File: src/fqck_pkg.sv
// ----------------------------------------------------------------------------
// fqck_pkg
// shared types and constants of the keyed fifo queue with cancel
// ----------------------------------------------------------------------------
package fqck_pkg;

  localparam int unsigned KeyW     = 32;
  localparam int unsigned PayloadW = 8;
  localparam int unsigned CmdW     = 2;
  localparam int unsigned StatusW  = 2;

  typedef enum logic [CmdW-1:0] {
    CMD_PUSH   = 2'd0,
    CMD_CANCEL = 2'd1,
    CMD_POP    = 2'd2
  } cmd_e;

  typedef enum logic [StatusW-1:0] {
    ST_DONE      = 2'd0,
    ST_FULL      = 2'd1,
    ST_NOT_FOUND = 2'd2,
    ST_EMPTY     = 2'd3
  } status_e;

  // command broadcast to every cell, already qualified by the input transfer
  typedef struct packed {
    logic                push;
    logic                cancel;
    logic                pop;
    logic [KeyW-1:0]     key;
    logic [PayloadW-1:0] payload;
  } cell_ctrl_t;

endpackage

File: src/fqck_cell.sv
// ----------------------------------------------------------------------------
// fqck_cell
// one queue slot: holds key and payload, compares on cancel, shifts forward
// ----------------------------------------------------------------------------
module fqck_cell (
  input  logic                              clk_i,
  input  logic                              occupied_i,
  input  logic                              tail_i,
  input  fqck_pkg::cell_ctrl_t              ctrl_i,
  input  logic [fqck_pkg::KeyW-1:0]         nxt_key_i,
  input  logic [fqck_pkg::PayloadW-1:0]     nxt_payload_i,
  input  logic                              hit_i,
  input  logic [fqck_pkg::PayloadW-1:0]     sel_payload_i,
  output logic [fqck_pkg::KeyW-1:0]         key_o,
  output logic [fqck_pkg::PayloadW-1:0]     payload_o,
  output logic                              hit_o,
  output logic [fqck_pkg::PayloadW-1:0]     sel_payload_o
);
  import fqck_pkg::*;

  logic [KeyW-1:0]     key_d, key_q;
  logic [PayloadW-1:0] payload_d, payload_q;
  logic                match;
  logic                shift_en;

  assign match         = ctrl_i.cancel & occupied_i & (key_q == ctrl_i.key);
  assign hit_o         = hit_i | match;
  // first match from the head hands its payload down the chain
  assign sel_payload_o = (match & ~hit_i) ? payload_q : sel_payload_i;
  // on pop all slots, on cancel the removed one and all behind, move headward
  assign shift_en      = ctrl_i.pop | (ctrl_i.cancel & hit_o);

  always_comb begin
    key_d     = key_q;
    payload_d = payload_q;
    if (ctrl_i.push && tail_i) begin
      key_d     = ctrl_i.key;
      payload_d = ctrl_i.payload;
    end else if (shift_en) begin
      key_d     = nxt_key_i;
      payload_d = nxt_payload_i;
    end
  end

  always_ff @(posedge clk_i) begin
    key_q     <= key_d;
    payload_q <= payload_d;
  end

  assign key_o     = key_q;
  assign payload_o = payload_q;

endmodule

File: src/fifo_queue_with_cancel_by_key.sv
// ----------------------------------------------------------------------------
// fifo_queue_with_cancel_by_key
// bounded fifo of keyed entries with push, pop and cancel by key
// ----------------------------------------------------------------------------
// usage
//   input stream: s_axis_tuser carries the command (push, cancel, pop),
//   s_axis_tdata the key and the payload. every command except the unused
//   code 3 gives one result transfer on the output stream: m_axis_tuser is
//   the status, m_axis_tdata the key and payload removed (zero otherwise)
//   and the occupancy after the command.
//   latency: the result is valid the cycle after the input transfer.
//   throughput: one command per cycle; the slot row compares all keys at
//   once and shifts in the same cycle, so the chain of cells sets the pace.
//   reset clears the occupancy and the output valid; slot contents are not
//   cleared, only occupied slots are ever read.
//   when the receiver stalls, the result waits in the output register and
//   s_axis_tready drops until that result is taken; a new command is taken
//   in the same cycle the waiting result leaves.
// ----------------------------------------------------------------------------
module fifo_queue_with_cancel_by_key #(
  parameter int unsigned QUEUE_DEPTH = 16,
  localparam int unsigned CntW       = $clog2(QUEUE_DEPTH + 1),
  localparam int unsigned InDataW    = ((fqck_pkg::KeyW + fqck_pkg::PayloadW + 7) / 8) * 8,
  localparam int unsigned OutDataW   =
    ((fqck_pkg::KeyW + fqck_pkg::PayloadW + CntW + 7) / 8) * 8
) (
  input  logic                            clk_i,
  input  logic                            rst_ni,
  input  logic                            s_axis_tvalid,
  output logic                            s_axis_tready,
  input  logic [InDataW-1:0]              s_axis_tdata,  // entry_key, entry_payload
  input  logic [fqck_pkg::CmdW-1:0]       s_axis_tuser,  // command
  output logic                            m_axis_tvalid,
  input  logic                            m_axis_tready,
  output logic [OutDataW-1:0]             m_axis_tdata,  // result_key, result_payload,
                                                         // occupancy, zero pad
  output logic [fqck_pkg::StatusW-1:0]    m_axis_tuser   // status
);
  import fqck_pkg::*;

  // input decode
  logic                in_xfer;
  cmd_e                cmd;
  logic [KeyW-1:0]     in_key;
  logic [PayloadW-1:0] in_payload;
  logic                full, empty;
  cell_ctrl_t          ctrl;

  // occupancy and output register
  logic [CntW-1:0]     count_d, count_q;
  logic                out_valid_d, out_valid_q;
  logic                res_valid;
  status_e             status_d, status_q;
  logic [KeyW-1:0]     rkey_d, rkey_q;
  logic [PayloadW-1:0] rpay_d, rpay_q;

  // cell row
  logic [KeyW-1:0]     cell_key [QUEUE_DEPTH];
  logic [PayloadW-1:0] cell_pay [QUEUE_DEPTH];
  logic                hit_c    [QUEUE_DEPTH+1];
  logic [PayloadW-1:0] selp_c   [QUEUE_DEPTH+1];

  assign s_axis_tready = ~out_valid_q | m_axis_tready;
  assign in_xfer       = s_axis_tvalid & s_axis_tready;
  assign cmd           = cmd_e'(s_axis_tuser);
  assign in_key        = s_axis_tdata[KeyW-1:0];
  assign in_payload    = s_axis_tdata[KeyW+PayloadW-1:KeyW];
  assign full          = (count_q == CntW'(QUEUE_DEPTH));
  assign empty         = (count_q == '0);

  assign ctrl.push    = in_xfer & (cmd == CMD_PUSH) & ~full;
  assign ctrl.cancel  = in_xfer & (cmd == CMD_CANCEL);
  assign ctrl.pop     = in_xfer & (cmd == CMD_POP) & ~empty;
  assign ctrl.key     = in_key;
  assign ctrl.payload = in_payload;

  // head of the search chain: nothing found yet
  assign hit_c[0]  = 1'b0;
  assign selp_c[0] = '0;

  for (genvar i = 0; i < QUEUE_DEPTH; i++) begin : g_cell
    logic [KeyW-1:0]     nxt_key;
    logic [PayloadW-1:0] nxt_pay;

    if (i == QUEUE_DEPTH - 1) begin : g_last
      assign nxt_key = '0;
      assign nxt_pay = '0;
    end else begin : g_mid
      assign nxt_key = cell_key[i+1];
      assign nxt_pay = cell_pay[i+1];
    end

    fqck_cell u_cell (
      .clk_i         (clk_i),
      .occupied_i    (CntW'(i) < count_q),
      .tail_i        (count_q == CntW'(i)),
      .ctrl_i        (ctrl),
      .nxt_key_i     (nxt_key),
      .nxt_payload_i (nxt_pay),
      .hit_i         (hit_c[i]),
      .sel_payload_i (selp_c[i]),
      .key_o         (cell_key[i]),
      .payload_o     (cell_pay[i]),
      .hit_o         (hit_c[i+1]),
      .sel_payload_o (selp_c[i+1])
    );
  end

  // result and next occupancy
  always_comb begin
    res_valid = 1'b0;
    status_d  = ST_DONE;
    rkey_d    = '0;
    rpay_d    = '0;
    count_d   = count_q;
    unique case (cmd)
      CMD_PUSH: begin
        res_valid = 1'b1;
        if (full) begin
          status_d = ST_FULL;
        end else begin
          count_d = count_q + 1'b1;
        end
      end
      CMD_CANCEL: begin
        res_valid = 1'b1;
        if (hit_c[QUEUE_DEPTH]) begin
          rkey_d  = in_key;
          rpay_d  = selp_c[QUEUE_DEPTH];
          count_d = count_q - 1'b1;
        end else begin
          status_d = ST_NOT_FOUND;
        end
      end
      CMD_POP: begin
        res_valid = 1'b1;
        if (empty) begin
          status_d = ST_EMPTY;
        end else begin
          rkey_d  = cell_key[0];
          rpay_d  = cell_pay[0];
          count_d = count_q - 1'b1;
        end
      end
      default: begin
        res_valid = 1'b0;
      end
    endcase
  end

  // the unused command code leaves everything as it was
  assign out_valid_d = (in_xfer & res_valid) | (out_valid_q & ~m_axis_tready);

  always_ff @(posedge clk_i or negedge rst_ni) begin
    if (!rst_ni) begin
      count_q     <= '0;
      out_valid_q <= 1'b0;
    end else begin
      if (in_xfer) begin
        count_q <= count_d;
      end
      out_valid_q <= out_valid_d;
    end
  end

  always_ff @(posedge clk_i) begin
    if (in_xfer && res_valid) begin
      status_q <= status_d;
      rkey_q   <= rkey_d;
      rpay_q   <= rpay_d;
    end
  end

  assign m_axis_tvalid = out_valid_q;
  assign m_axis_tuser  = status_q;
  assign m_axis_tdata  = OutDataW'({count_q, rpay_q, rkey_q});

endmodule

File: config.mk
export PLATFORM = sky130hd
export DESIGN_NAME = fifo_queue_with_cancel_by_key
export DESIGN_NICKNAME = d
export VERILOG_FILES = /design/src/fqck_pkg.sv /design/src/fqck_cell.sv /design/src/fifo_queue_with_cancel_by_key.sv
export SDC_FILE = /design/constraint.sdc
export NUM_CORES = 1
export LEC_CHECK = 0
export BUFFER_PORTS_ARGS = -buffer_cell sky130_fd_sc_hd__buf_2
export CAP_MARGIN = 25
export CORE_MARGIN = 2
export CORE_UTILIZATION = 41
export DETAILED_ROUTE_END_ITERATION = 12
export SLEW_MARGIN = 20
export SYNTH_ARGS = -nofsm -noshare
export SYNTH_HDL_FRONTEND = slang
export SYNTH_SLANG_ARGS = --single-unit
export TNS_END_PERCENT = 50
File: constraint.sdc
create_clock -name clk_i -period 3.9 [get_ports clk_i]
set_input_delay 0.78 -clock clk_i [delete_from_list [all_inputs] [get_ports clk_i]]
set_output_delay 0.78 -clock clk_i [all_outputs]
set_load 0.01 [all_outputs]
Word level (Yosys, flattened, before mapping). Index checks and enable logic that the tools add are counted.

Add/sub/neg operators: 2. Magnitude comparators: 16. Eq/ne operators: 37. Muxes and demuxes: 95. Bitwise operators: 123. Reductions and logical operators: 38.

Operators by type and width (count): two-way mux 32 bit (34); equality test 32 bit (16); two-way mux 8 bit (50); bitwise AND 1 bit (71); one-hot mux 32 bit (2 select lines) (1); equality test 5 x 4 -> 1 bit, second input constant (8); < comparator 4 x 5 -> 1 bit, first input constant (8); OR 1 bit (33); nonzero test 2 bit (16); equality test 5 x 3 -> 1 bit, second input constant (4); < comparator 3 x 5 -> 1 bit, first input constant (4); NOT 1 bit (19); logical AND 1 bit (17); one-hot mux 8 bit (2 select lines) (1); two-way mux 5 bit (3); one-hot mux 5 bit (3 select lines) (1); equality test 5 x 2 -> 1 bit, second input constant (2); < comparator 1 x 5 -> 1 bit, first input constant (2); < comparator 2 x 5 -> 1 bit, first input constant (2); one-hot mux 2 bit (3 select lines) (1); adder 5 x 1 -> 5 bit, second input constant (1); equality test 5 x 1 -> 1 bit, second input constant (1); equality test 5 bit, second input constant (1); logical NOT 5 bit (1); 11 further kinds (14).

Bits in registers: 688. Input port bits: 46. Output and inout port bits: 52. Logic and storage cells: 348.

Longest topological paths before layout. Gate-level depths: netlist of run 1.

Depth in word-level cells: 25. Gate-level depth with buffers: 15. Depth with buffers taken out: 11.

Modules after synthesis. A second synthesis of run 1 with hierarchy kept.

Cell total of the unflattened synthesis: 2631. Area total of the unflattened synthesis: 37891.3 µm².

Modules (own cells, without submodules): fqck_cell (instances 16, cells each 149, area an instance 2197.1 µm², sequential area each 1201.2 µm²); fifo_queue_with_cancel_by_key (instances 1, cells each 247, area an instance 2737.6 µm², sequential area each 1411.4 µm²).

Worst setup path before layout of run 1. OpenSTA, ideal clock, no wires.

Path kind: input to register. Start point: input s_axis_tdata[29]. End point: register g_cell[15].u_cell.key_q[0], enable pin. Setup time: 0.398 ns. Arrival: 4.247 ns. Required time: 3.502 ns. Setup slack: -0.745 ns. Stages: 10. Buffers on the path: 4. Cell sequence: buf_2 -> buf_2 -> clkbuf_1 -> xnor2_1 -> nand2_1 -> or4b_2 -> or4_1 -> nand3_1 -> clkbuf_1 -> or3_1.

Cells in the longest elaborated chain, start to end: 20. Elaborated cells on any way between the ends: 50. Classes of those cells: eq/ne: 16; bitwise: 33; reduce/logical: 1.

Ends and longest elaborated chain: start, declared (RTL line fifo_queue_with_cancel_by_key.sv:31) `input logic [InDataW-1:0] s_axis_tdata,`; equality test 32 bit (RTL line fqck_cell.sv:26) `assign match = ctrl_i.cancel & occupied_i & (key_q == ctrl_i.key);`; bitwise AND 1 bit (RTL line fqck_cell.sv:26); OR 1 bit (14 in a row) (RTL line fqck_cell.sv:27) `assign hit_o = hit_i | match;`; OR 1 bit * (RTL line fqck_cell.sv:27); bitwise AND 1 bit * (RTL line fqck_cell.sv:31) `assign shift_en = ctrl_i.pop | (ctrl_i.cancel & hit_o);`; OR 1 bit * (RTL line fqck_cell.sv:31); nonzero test 2 bit (no source line) *; end signal, assigned (RTL line fqck_cell.sv:46) `key_q <= key_d;`; end, declared (RTL line fqck_cell.sv:21) `logic [KeyW-1:0] key_d, key_q;`.

Every way passes the cells marked *; elsewhere a longest branch is shown, timed or not. A chain may end at the register's enable or synchronous reset.

Worst setup path after layout of run 1.
Start point: input s_axis_tdata[2]. End point: register rpay_q[7] (data pin).

Cells in the longest elaborated chain, start to end: 21. Elaborated cells on any way between the ends: 95. Classes of those cells: eq/ne: 16; mux: 18; bitwise: 61.

Ends and longest elaborated chain: equality test 32 bit (RTL line fqck_cell.sv:26); bitwise AND 1 bit (RTL line fqck_cell.sv:26); NOT 1 bit or OR 1 bit (tied branches) (RTL line fqck_cell.sv:29, fqck_cell.sv:27); bitwise AND 1 bit (tied with other cells) (RTL line fqck_cell.sv:29) `assign sel_payload_o = (match & ~hit_i) ? payload_q : sel_payload_i;`; two-way mux 8 bit (tied with other cells) (13 in a row) (RTL line fqck_cell.sv:29); two-way mux 8 bit or bitwise AND 1 bit (tied branches) (RTL line fqck_cell.sv:29); two-way mux 8 bit (RTL line fqck_cell.sv:29); two-way mux 8 bit * (RTL line fifo_queue_with_cancel_by_key.sv:127) `if (hit_c[QUEUE_DEPTH]) begin`; one-hot mux 8 bit (2 select lines) * (RTL line fifo_queue_with_cancel_by_key.sv:116) `unique case (cmd)`; net rpay_d[7] (RTL line fifo_queue_with_cancel_by_key.sv:55) `logic [PayloadW-1:0] rpay_d, rpay_q;`; end signal, assigned (RTL line fifo_queue_with_cancel_by_key.sv:170) `rpay_q <= rpay_d;`; end, declared (RTL line fifo_queue_with_cancel_by_key.sv:55).

Mark *: on every way through the listed nets, which the timed path passes. The rest lies on a longest branch.

==> results of run 1 <==
## cell usage in the layout, fill, tap and decap left out, types with 14 or more instances in the layout
cell	instances
nor2_1	60
clkbuf_16	83
and2_1	49
or4_1	24
mux2_2	596
nor4_1	68
o21ai_0	32
nand2_1	101
a21oi_1	21
mux2i_1	14
clkbuf_1	17
a22oi_1	37
nand3_1	34
buf_2	94
nand4_1	146
clkinv_2	20
xor2_1	204
nor2b_1	35
buf_4	437
inv_1	28
buf_12	62
edfxtp_1	682
nor3_1	18
nor4_2	15
xnor2_1	304
## worst max-delay path: stages
cell and delay, ns:
buf_2 0.12, buf_12 0.15, buf_4 0.18, xnor2_1 0.27, nand4_1 0.15, nor4_1 0.62
and3_1 0.31, or3_1 0.17, buf_12 0.15, nor3_1 0.10, o32ai_1 0.55, a211o_1 0.26
a41oi_2 0.19, o21ba_1 0.22
## cell families after synthesis
family,after synthesis,synth area share
other,1,0.0000969
muxes,610,0.177
and+or+nand+nor,690,0.104
DFF,688,0.533
buffers and inverters,274,0.0324
xor gates and xnor gates,521,0.118
AOI/OAI and AO/OA,171,0.0323
adders and majority gates,9,0.00291
## worst max-delay path by stage
stage               cells after the start                          to  slack [ns]             start
global placement                       15                   rpay_q[7]       -0.87  s_axis_tdata[29]
CTS                                    12                   rpay_q[7]       -0.03        count_q[4]
global route                           11                  rkey_q[18]       -0.04        count_q[1]
floorplan                              13  g_cell[11].u_cell.key_o[0]       -0.31  s_axis_tdata[22]
detailed placement                     15                   rpay_q[7]       -0.81  s_axis_tdata[29]
finish                                 14                   rpay_q[7]        0.07   s_axis_tdata[2]
## routing by layer
| metal | wire length (µm) | part of all wire |
|---|---|---|
| met1 | 48200 | 0.40 |
| met2 | 59100 | 0.49 |
| met3 | 6110 | 0.051 |
| met4 | 6890 | 0.057 |
| met5 | 0 | 0 |
## sequential cells by signal (all words and copies together) (netlist names)
name and cells:
rpay_q 8, g_cell.u_cell.payload_o 128, count_q 5, m_axis_tvalid 1
m_axis_tuser 2, g_cell.u_cell.key_o 512, rkey_q 32
## through the flow
step / utilization / std cells / setup slack (ns) / setup TNS [ns] / cell area [µm²]
after CTS: 0.502 / 4711 / -0.0333 / -0.0333 / 46900
after global placement: 0.474 / 4567 / -0.873 / -207.36 / 44300
after global routing: 0.503 / 4716 / -0.0373 / -0.0386 / 47100
after detailed placement: 0.474 / 4567 / -0.812 / -202.00 / 44300
after floorplan: - / 2966 / -0.311 / -52.74 / 39000
final: 0.504 / 4719 / 0.0665 / 0 / 47100
## power by group
group	total (µW)	switching (µW)	leakage, µW	internal (µW)
sequential	8960	268	0.00634	8690
clock	7300	3160	0.00122	4130
combinational	3330	1930	0.00888	1400
## final cells by class
class	instances	area, µm²	share of cell area
Sequential cell	688	20600	0.438
Inverter	30	113	0.00239
Clock inverter	44	365	0.00776
Timing Repair Buffer	595	5030	0.107
Tap cell	1254	1570	0.0333
Multi-Input combinational cell	2004	17200	0.366
Clock buffer	99	2120	0.0450
Antenna cell	5	12.5	0.000266
## timing repair
action,4_1_cts,5_1_grt
pin swaps,0,4
endpoints found under the setup margin,89,203
setup buffers,0,2
resized for setup,11,28
gates cloned,0,1
hold endpoints to repair,6,0
hold buffers,1,0
==> results.py, run 1 <==
metrics = {
    "status": {
        "outcome": "completed",
    },
    "global_routing": {
        "grt_pass1_vias": 27087,
        "grtUsageMet2": 0.420,
        "grt_usage": 0.244,
        "grt_max_degree": 47,
        "grt_busiest_layer": "met2",
        "grt_pass1_wl_um": 177000,
        "use_met1": 0.296,
        "use_met3": 0.0347,
        "grt-ovfl-total": 0,
        "grt_antenna_before_repair": 4,
    },
    "sta": {
        "worst_pin_slew_ns": 0.932,
        "slew_headroom": 0.373,
        "whs_ns": 0.531,
        "slew_violations": 0,
        "setup_viol": 0,
        "rsz0062_at_grt": "yes",
        "min_period_over_period": 0.983,
        "period_needed_ns": 3.83,
        "hold_violations": 0,
        "finClkSkew_ns": 0.0340,
        "max_freq_ghz": 0.261,
    },
    "pwr": {
        "power_uw": 19600,
        "ir_drop_mv": 0.327,
        "p_per_area_nw_per_um2": 416,
        "p_leak_uw": 0.0164,
    },
    "yosys": {
        "synth.yosys.seq_area_share": 0.533,
        "yosys.area.top_type": "edfxtp_1",
        "synth_most_common_cell": "edfxtp_1",
        "synth_commonest_cells": "edfxtp_1, mux2_2, xnor2_1",
        "synth_cell_types": 90,
        "netlist_top_cells_area": "edfxtp_1, mux2_2, xnor2_1",
        "synth_top_area_share": 0.529,
        "ys_seq_elements": 688,
        "synth_edf_count": 682,
        "synth_area_um2": 38700,
        "async_flop_share": 0.00872,
        "synth_warnings": 0,
        "syn_area_per_cell_um2": 13.1,
        "synthCells": 2964,
        "synthFlopType": "edfxtp_1",
    },
    "detailed_routing": {
        "vias": 26210,
        "drt_iter0_drc": 2114,
        "drtPass1Iterations": 6,
        "avgRoutedWirePerCell_um": 25.5,
        "post_drt_via_cell_ratio": 5.55,
        "ant_nets": 0,
        "drc_errors": 0,
        "drt_wl_total_um": 120000,
    },
    "floorplan": {
        "die_h_um": 311,
        "initial_core_util": 0.414,
        "core_um2": 93500,
        "die_w_um": 311,
        "row_count": 112,
        "die_area_um2": 96900,
        "ioPinCount": 98,
    },
    "critical_path": {
        "critical_path_class": "in2reg",
        "start_kind": "input pin",
        "reg2regPathDepth": 11,
        "r2r_end": "rkey_q[18]",
        "end_kind": "flop",
        "required_ns": 4.30,
        "r2r-start": "count_q[1]",
        "cp.arrival_ns": 4.24,
        "cp_max_fo": 13,
        "r2r_slack_ns": 0.07,
    },
    "layout": {
        "fin_nets": 3454,
        "areaGrowthSynthToFinish_pct": 21.6,
        "nFillCells": 8140,
        "drive_gt1_frac": 0.410,
    },
    "clock_tree": {
        "cts_buffer_depth": 3,
        "cts_made_buffers": 80,
        "cts.clk_slew.worst_paths_ns": 0.06,
        "cts_tree": "yes",
        "cts_sinks": 688,
        "clk_latency_ns": 0.67,
        "cts_root_buffer": "clkbuf_16",
        "h-tree-depth": 3,
    },
    "placed_design": {
        "gp_congestion": 0.945,
        "place_hpwl_um": 93700,
        "io_buffers": 94,
    },
    "hold_path": {
        "holdCritPathClass": "in2async",
    },
    "run": {
        "maxCapViolations": 0,
    },
}
(Power assumes the default switching activity.)
==> run 2, diff against run 1 <==
Clock period 3.9 ns to 4.1 ns, I/O delays scaled along.
==> run 2 against run 1 <==
Effect of this change: cell count grew 0.53%; count of clock-buffer cells in the layout grew 7; setup slack lost 0.021 ns; sequential share of layout area shrank 0.12 points; via count shrank 0.31%; sequential cell count is the same; final area grew 0.27%; combinational power shrank 5%; highest routed layer unchanged.
==> results.py, run 2 (synthesized netlist as in run 1, its figures left out) <==
metrics = {
    "floorplan": {
        "die_h_um": 311,
        "ioPinCount": 98,
        "initial_core_util": 0.414,
        "die_area_um2": 96900,
        "core_um2": 93500,
        "die_w_um": 311,
        "row_count": 112,
    },
    "critical_path": {
        "cp_max_fo": 33,
        "critPathLaunch": "count_q[3]",
        "cpPeakStageDelay_ns": 0.72,
        "end_kind": "flop",
        "cp.arrival_ns": 4.44,
        "r2r_slack_ns": 0.05,
        "cpMostUsedCell": "buf_4",
        "required_ns": 4.49,
        "start_kind": "flop",
        "critical_path_class": "reg2reg",
        "reg2regPathDepth": 10,
        "path_cells": "or3_4 > o2111ai_4 > nand3b_1 > buf_4 > nor4_1 > buf_4 > or3_1 > or4_1 > or4_2 > buf_12",
        "crit_slowest_cell": "or4_2",
        "r2r-start": "count_q[3]",
    },
    "sta": {
        "whs_ns": 0.557,
        "max_freq_ghz": 0.247,
        "min_period_over_period": 0.989,
        "finClkSkew_ns": 0.0263,
        "hold_violations": 0,
        "slew_violations": 0,
        "worst_pin_slew_ns": 0.766,
        "period_needed_ns": 4.05,
        "setup_viol": 0,
        "slew_headroom": 0.485,
    },
    "global_routing": {
        "grt_max_degree": 43,
        "grt_pass1_vias": 27379,
        "grt_antenna_before_repair": 0,
        "grt_usage": 0.248,
        "grt_pass1_wl_um": 180000,
        "grt-ovfl-total": 0,
    },
    "detailed_routing": {
        "post_drt_via_cell_ratio": 5.51,
        "drtPass1Iterations": 5,
        "vias": 26130,
        "ant_nets": 0,
        "drc_errors": 0,
        "drt_iter0_drc": 2159,
        "avgRoutedWirePerCell_um": 25.5,
        "drt_wl_total_um": 121000,
    },
    "pwr": {
        "p_seq_frac": 0.459,
        "clkPwrFrac": 0.369,
        "intPower_uw": 13500,
        "swShare": 0.274,
        "switchingPower_uw": 5080,
        "p_per_area_nw_per_um2": 393,
        "pwr-share-comb": 0.171,
        "ir_drop_mv": 0.337,
        "p_leak_uw": 0.0166,
        "power_uw": 18500,
    },
    "clock_tree": {
        "cts_buffer_depth": 3,
        "cts_tree": "yes",
        "cts_root_buffer": "clkbuf_16",
        "clk_latency_ns": 0.66,
        "cts_made_buffers": 81,
        "cts_sinks": 688,
        "h-tree-depth": 3,
        "cts.clk_slew.worst_paths_ns": 0.06,
    },
    "layout": {
        "drive_gt1_frac": 0.407,
        "areaGrowthSynthToFinish_pct": 21.9,
        "most-common-layout-cells": "edfxtp_1, mux2_2, buf_4, xnor2_1, xor2_1",
        "largest_reg_flops": 512,
        "fin_nets": 3482,
        "mostFrequentLayoutCell": "edfxtp_1",
        "nFillCells": 8090,
    },
    "placed_design": {
        "gp_congestion": 0.970,
        "place_hpwl_um": 95500,
        "io_buffers": 94,
    },
    "hold_path": {
        "holdCritPathClass": "in2async",
    },
    "run": {
        "maxCapViolations": 0,
    },
    "status": {
        "outcome": "completed",
    },
}
-- run 2: timing repair --
item                                    4_1_cts  5_1_grt
cloned                                        0        0
resized for setup                             3        9
pin swaps                                     0        2
endpoints found under the setup margin       52       74
setup buffers                                 0        1
hold buffers                                  1        0
endpoints found under the hold margin         6        0
-- run 2: final cells by class --
cell class,instances,area [µm²],area share
multi-input cells,2004,17200,0.365
well taps,1254,1570,0.0332
clock inverters,39,299,0.00634
repair buffers,622,5230,0.111
clock buffers,106,2140,0.0454
diodes,1,2.50,0.0000530
inverters,30,113,0.00239
flip-flops and latches,688,20600,0.437
-- run 2: power by group through the flow --
stage               registers, µW  clock network [µW]  logic (µW)
floorplan                    8640                   0        1640
global placement             8650                   0        3100
detailed placement           8660                   0        3140
CTS                          8510                6990        3160
global route                 8560                7210        3350
finish                       8520                6850        3180
-- run 2: through the flow --
step	setup slack (ns)	std cells	TNS (ns)	util	instance area, µm²
6_report	0.0458	4744	0	0.505	47200
2_1_floorplan	-0.156	2966	-25.56	-	39200
3_5_place_dp	-0.749	4596	-137.94	0.478	44700
4_1_cts	-0.00517	4742	-0.00517	0.504	47100
5_1_grt	-0.0204	4743	-0.0204	0.505	47200
3_3_place_gp	-0.806	4596	-150.17	0.478	44700
-- run 2: metal layers --
metal | part of all wire | vias up | global-route usage
met2 | 0.50 | 808 | 0.434
li1 | - | 12062 | -
met5 | 0 | - | 0
met4 | 0.057 | 0 | 0.134
met1 | 0.40 | 13008 | 0.298
met3 | 0.045 | 252 | 0.0310
-- run 2: critical path: cells and delay by family, from the launching register on --
kind,cells,cell delay [ns]
AO/OA/AOI/OAI,1,0.38
buffers and inverters,3,0.46
flip-flops,1,0.42
AND/OR/NAND/NOR,6,2.49
-- run 2: worst paths after layout --
path                                                      end
worst max-delay path              g_cell[12].u_cell.key_o[16]
worst min-delay path                               count_q[2]
worst max register to register    g_cell[12].u_cell.key_o[16]
worst min register to register  g_cell[8].u_cell.payload_o[4]
max in group asynchronous                       m_axis_tvalid
min in group clk_i              g_cell[8].u_cell.payload_o[4]
==> run 3, diff against run 2 <==
Settings changed: GPL_TIMING_DRIVEN set to 0.
==> run 3 against run 2 <==
Effect of this change: highest routed layer is now met5; largest cell class unchanged; fmax down 3.2%; non-clock buffer count fell by 268; final area decreased by 5.1%; largest power group unchanged; via count is 0.99% higher; clock power about the same; global-route usage up 4.2 points; the flow now finishes with violations (setup timing); die area unchanged; critical path type unchanged; sequential share of layout area up 2.4 points; total power decreased by 0.56%; setup slack got worse by 0.13 ns; first-iteration DRC count is 39% higher.
==> results.py, run 3 (synthesized netlist as in run 1, its figures left out) <==
metrics = {
    "layout": {
        "final_cells": 4480,
        "areaGrowthSynthToFinish_pct": 15.7,
        "multiInputGateArea_um2": 17700,
        "seqCellArea_um2": 20600,
        "mostFrequentLayoutCell": "edfxtp_1",
        "fin_util": 0.479,
        "most-common-layout-cells": "edfxtp_1, mux2_2, xnor2_1, xor2_1, nand4_1",
        "nFillCells": 8180,
        "fin_nets": 3215,
        "design_area_um2": 44800,
        "largest_reg_flops": 512,
        "drive_gt1_frac": 0.330,
    },
    "clock_tree": {
        "cts_buffer_depth": 3,
        "h-tree-depth": 3,
        "cts_tree": "yes",
        "cts_sinks": 688,
        "cts.clk_slew.worst_paths_ns": 0.06,
        "ctsHoldBuffers": 0,
        "cts_made_buffers": 79,
        "clk_latency_ns": 0.65,
        "cts_root_buffer": "clkbuf_16",
    },
    "sta": {
        "worst_slack_ns": -0.0886,
        "slew_headroom": 0.228,
        "worst_pin_slew_ns": 1.16,
        "min_period_over_period": 1.02,
        "hold_violations": 0,
        "max_freq_ghz": 0.239,
        "period_needed_ns": 4.19,
        "rsz0062_at_grt": "yes",
        "setup_viol": 1,
        "finClkSkew_ns": 0.0313,
        "slew_violations": 0,
    },
    "placed_design": {
        "io_buffers": 61,
        "gp_congestion": 1.05,
        "place_area_um2": 41500,
        "dp.cells": 4306,
        "place_hpwl_um": 116000,
    },
    "detailed_routing": {
        "drc_errors": 0,
        "drt_iter0_drc": 3009,
        "avgRoutedWirePerCell_um": 31.8,
        "post_drt_via_cell_ratio": 5.89,
        "ant_nets": 0,
        "drt_wl_total_um": 142000,
        "drtPass1Iterations": 6,
        "vias": 26388,
    },
    "critical_path": {
        "end_kind": "flop",
        "crit_end": "rpay_q[5]",
        "cp.arrival_ns": 4.69,
        "r2r_slack_ns": -0.09,
        "start_kind": "flop",
        "path_cells": "xnor2_2 > nand4_1 > a211oi_4 > and3_1 > clkbuf_2 > or3_1 > buf_6 > buf_6 > nor3b_1 > a311oi_1 > o221ai_1 > a211oi_2 > o21ba_2",
        "r2r-start": "g_cell[2].u_cell.key_o[30]",
        "cpPeakStageDelay_ns": 0.46,
        "crit_slowest_cell": "a211oi_4",
        "cp_max_fo": 10,
        "critical_path_class": "reg2reg",
        "reg2regPathDepth": 13,
        "r2r_end": "rpay_q[5]",
        "cpMostUsedCell": "buf_6",
        "critPathLaunch": "g_cell[2].u_cell.key_o[30]",
        "required_ns": 4.60,
    },
    "floorplan": {
        "die_area_um2": 96900,
        "die_h_um": 311,
        "row_count": 112,
        "core_um2": 93500,
        "initial_core_util": 0.414,
        "die_w_um": 311,
        "ioPinCount": 98,
    },
    "pwr": {
        "p_leak_uw": 0.0149,
        "p_per_area_nw_per_um2": 412,
        "ir_drop_mv": 0.305,
    },
    "status": {
        "outcome": "finished with violations",
        "failed_checks": "setup timing",
    },
    "global_routing": {
        "grt_usage": 0.290,
        "grt_max_degree": 34,
        "grt_pass1_vias": 26336,
        "grt_antenna_before_repair": 5,
        "grt_pass1_wl_um": 198000,
        "grt-ovfl-total": 0,
    },
    "hold_path": {
        "holdCritPathClass": "in2async",
    },
    "run": {
        "maxCapViolations": 0,
    },
}
## run 3: where the power goes
| part | switching (µW) | total (µW) | internal (µW) | leakage (µW) |
|---|---|---|---|---|
| Sequential | 288 | 8550 | 8270 | 0.00634 |
| Combinational | 2020 | 3060 | 1040 | 0.00743 |
| Clock | 2940 | 6820 | 3880 | 0.00117 |
| Total | 5250 | 18400 | 13200 | 0.0149 |
## run 3: timing repair
item / 4_1_cts / 5_1_grt
gates cloned: 2 / 1
pin swaps: 9 / 19
endpoints found under the setup margin: 557 / 452
resized for setup: 65 / 78
setup buffers: 12 / 20
## run 3: worst min path at each step
| stage | start | to | slack (ns) | cells after the start |
|---|---|---|---|---|
| 2_1_floorplan | rst_ni | count_q[0] | 0.52 | 0 |
| 5_1_grt | rst_ni | m_axis_tvalid | 0.02 | 1 |
| 3_5_place_dp | g_cell[2].u_cell.payload_o[5] | g_cell[1].u_cell.payload_o[5] | 0.56 | 1 |
| 3_3_place_gp | g_cell[2].u_cell.payload_o[5] | g_cell[1].u_cell.payload_o[5] | 0.55 | 1 |
| 4_1_cts | rst_ni | count_q[3] | 0.002 | 1 |
| 6_report | rst_ni | count_q[2] | 0.02 | 1 |
## run 3: area by class of cell
cell class / instances / share of cell area
multi-input cells: 2007 / 0.394
inverters: 30 / 0.00251
clock inverters: 35 / 0.00609
clock buffers: 107 / 0.0474
repair buffers: 118 / 0.0210
diodes: 5 / 0.000279
plain buffers: 236 / 0.0328
flip-flops and latches: 688 / 0.461
well taps: 1254 / 0.0350
## run 3: worst max-delay path, delay by kind of cell, from the launching register on
family	cells	cell delay, ns
compound gates	5	1.78
xor+xnor	1	0.43
buf+inv	3	0.52
flops	1	0.43
simple gates	4	0.86
## run 3: layer usage
metal | GRT usage | vias to the layer above | routed length [µm]
li1 | - | 11541 | -
met1 | 0.368 | 13179 | 55600
met2 | 0.465 | 1338 | 65300
met3 | 0.0559 | 326 | 11600
met4 | 0.167 | 4 | 9840
met5 | 0 | - | 27
## run 3: metrics by stage
stage | total power (µW) | setup TNS (ns) | setup WS, ns | hold slack [ns]
2_1_floorplan | 10300 | -25.56 | -0.156 | 0.524
6_report | 18400 | -0.0886 | -0.0886 | 0.0160
3_3_place_gp | 11400 | -1383.57 | -2.65 | 0.553
3_5_place_dp | 11500 | -683.98 | -1.98 | 0.555
4_1_cts | 18400 | -0.452 | -0.129 | 0.00245
5_1_grt | 18900 | -3.53 | -0.0767 | 0.0152
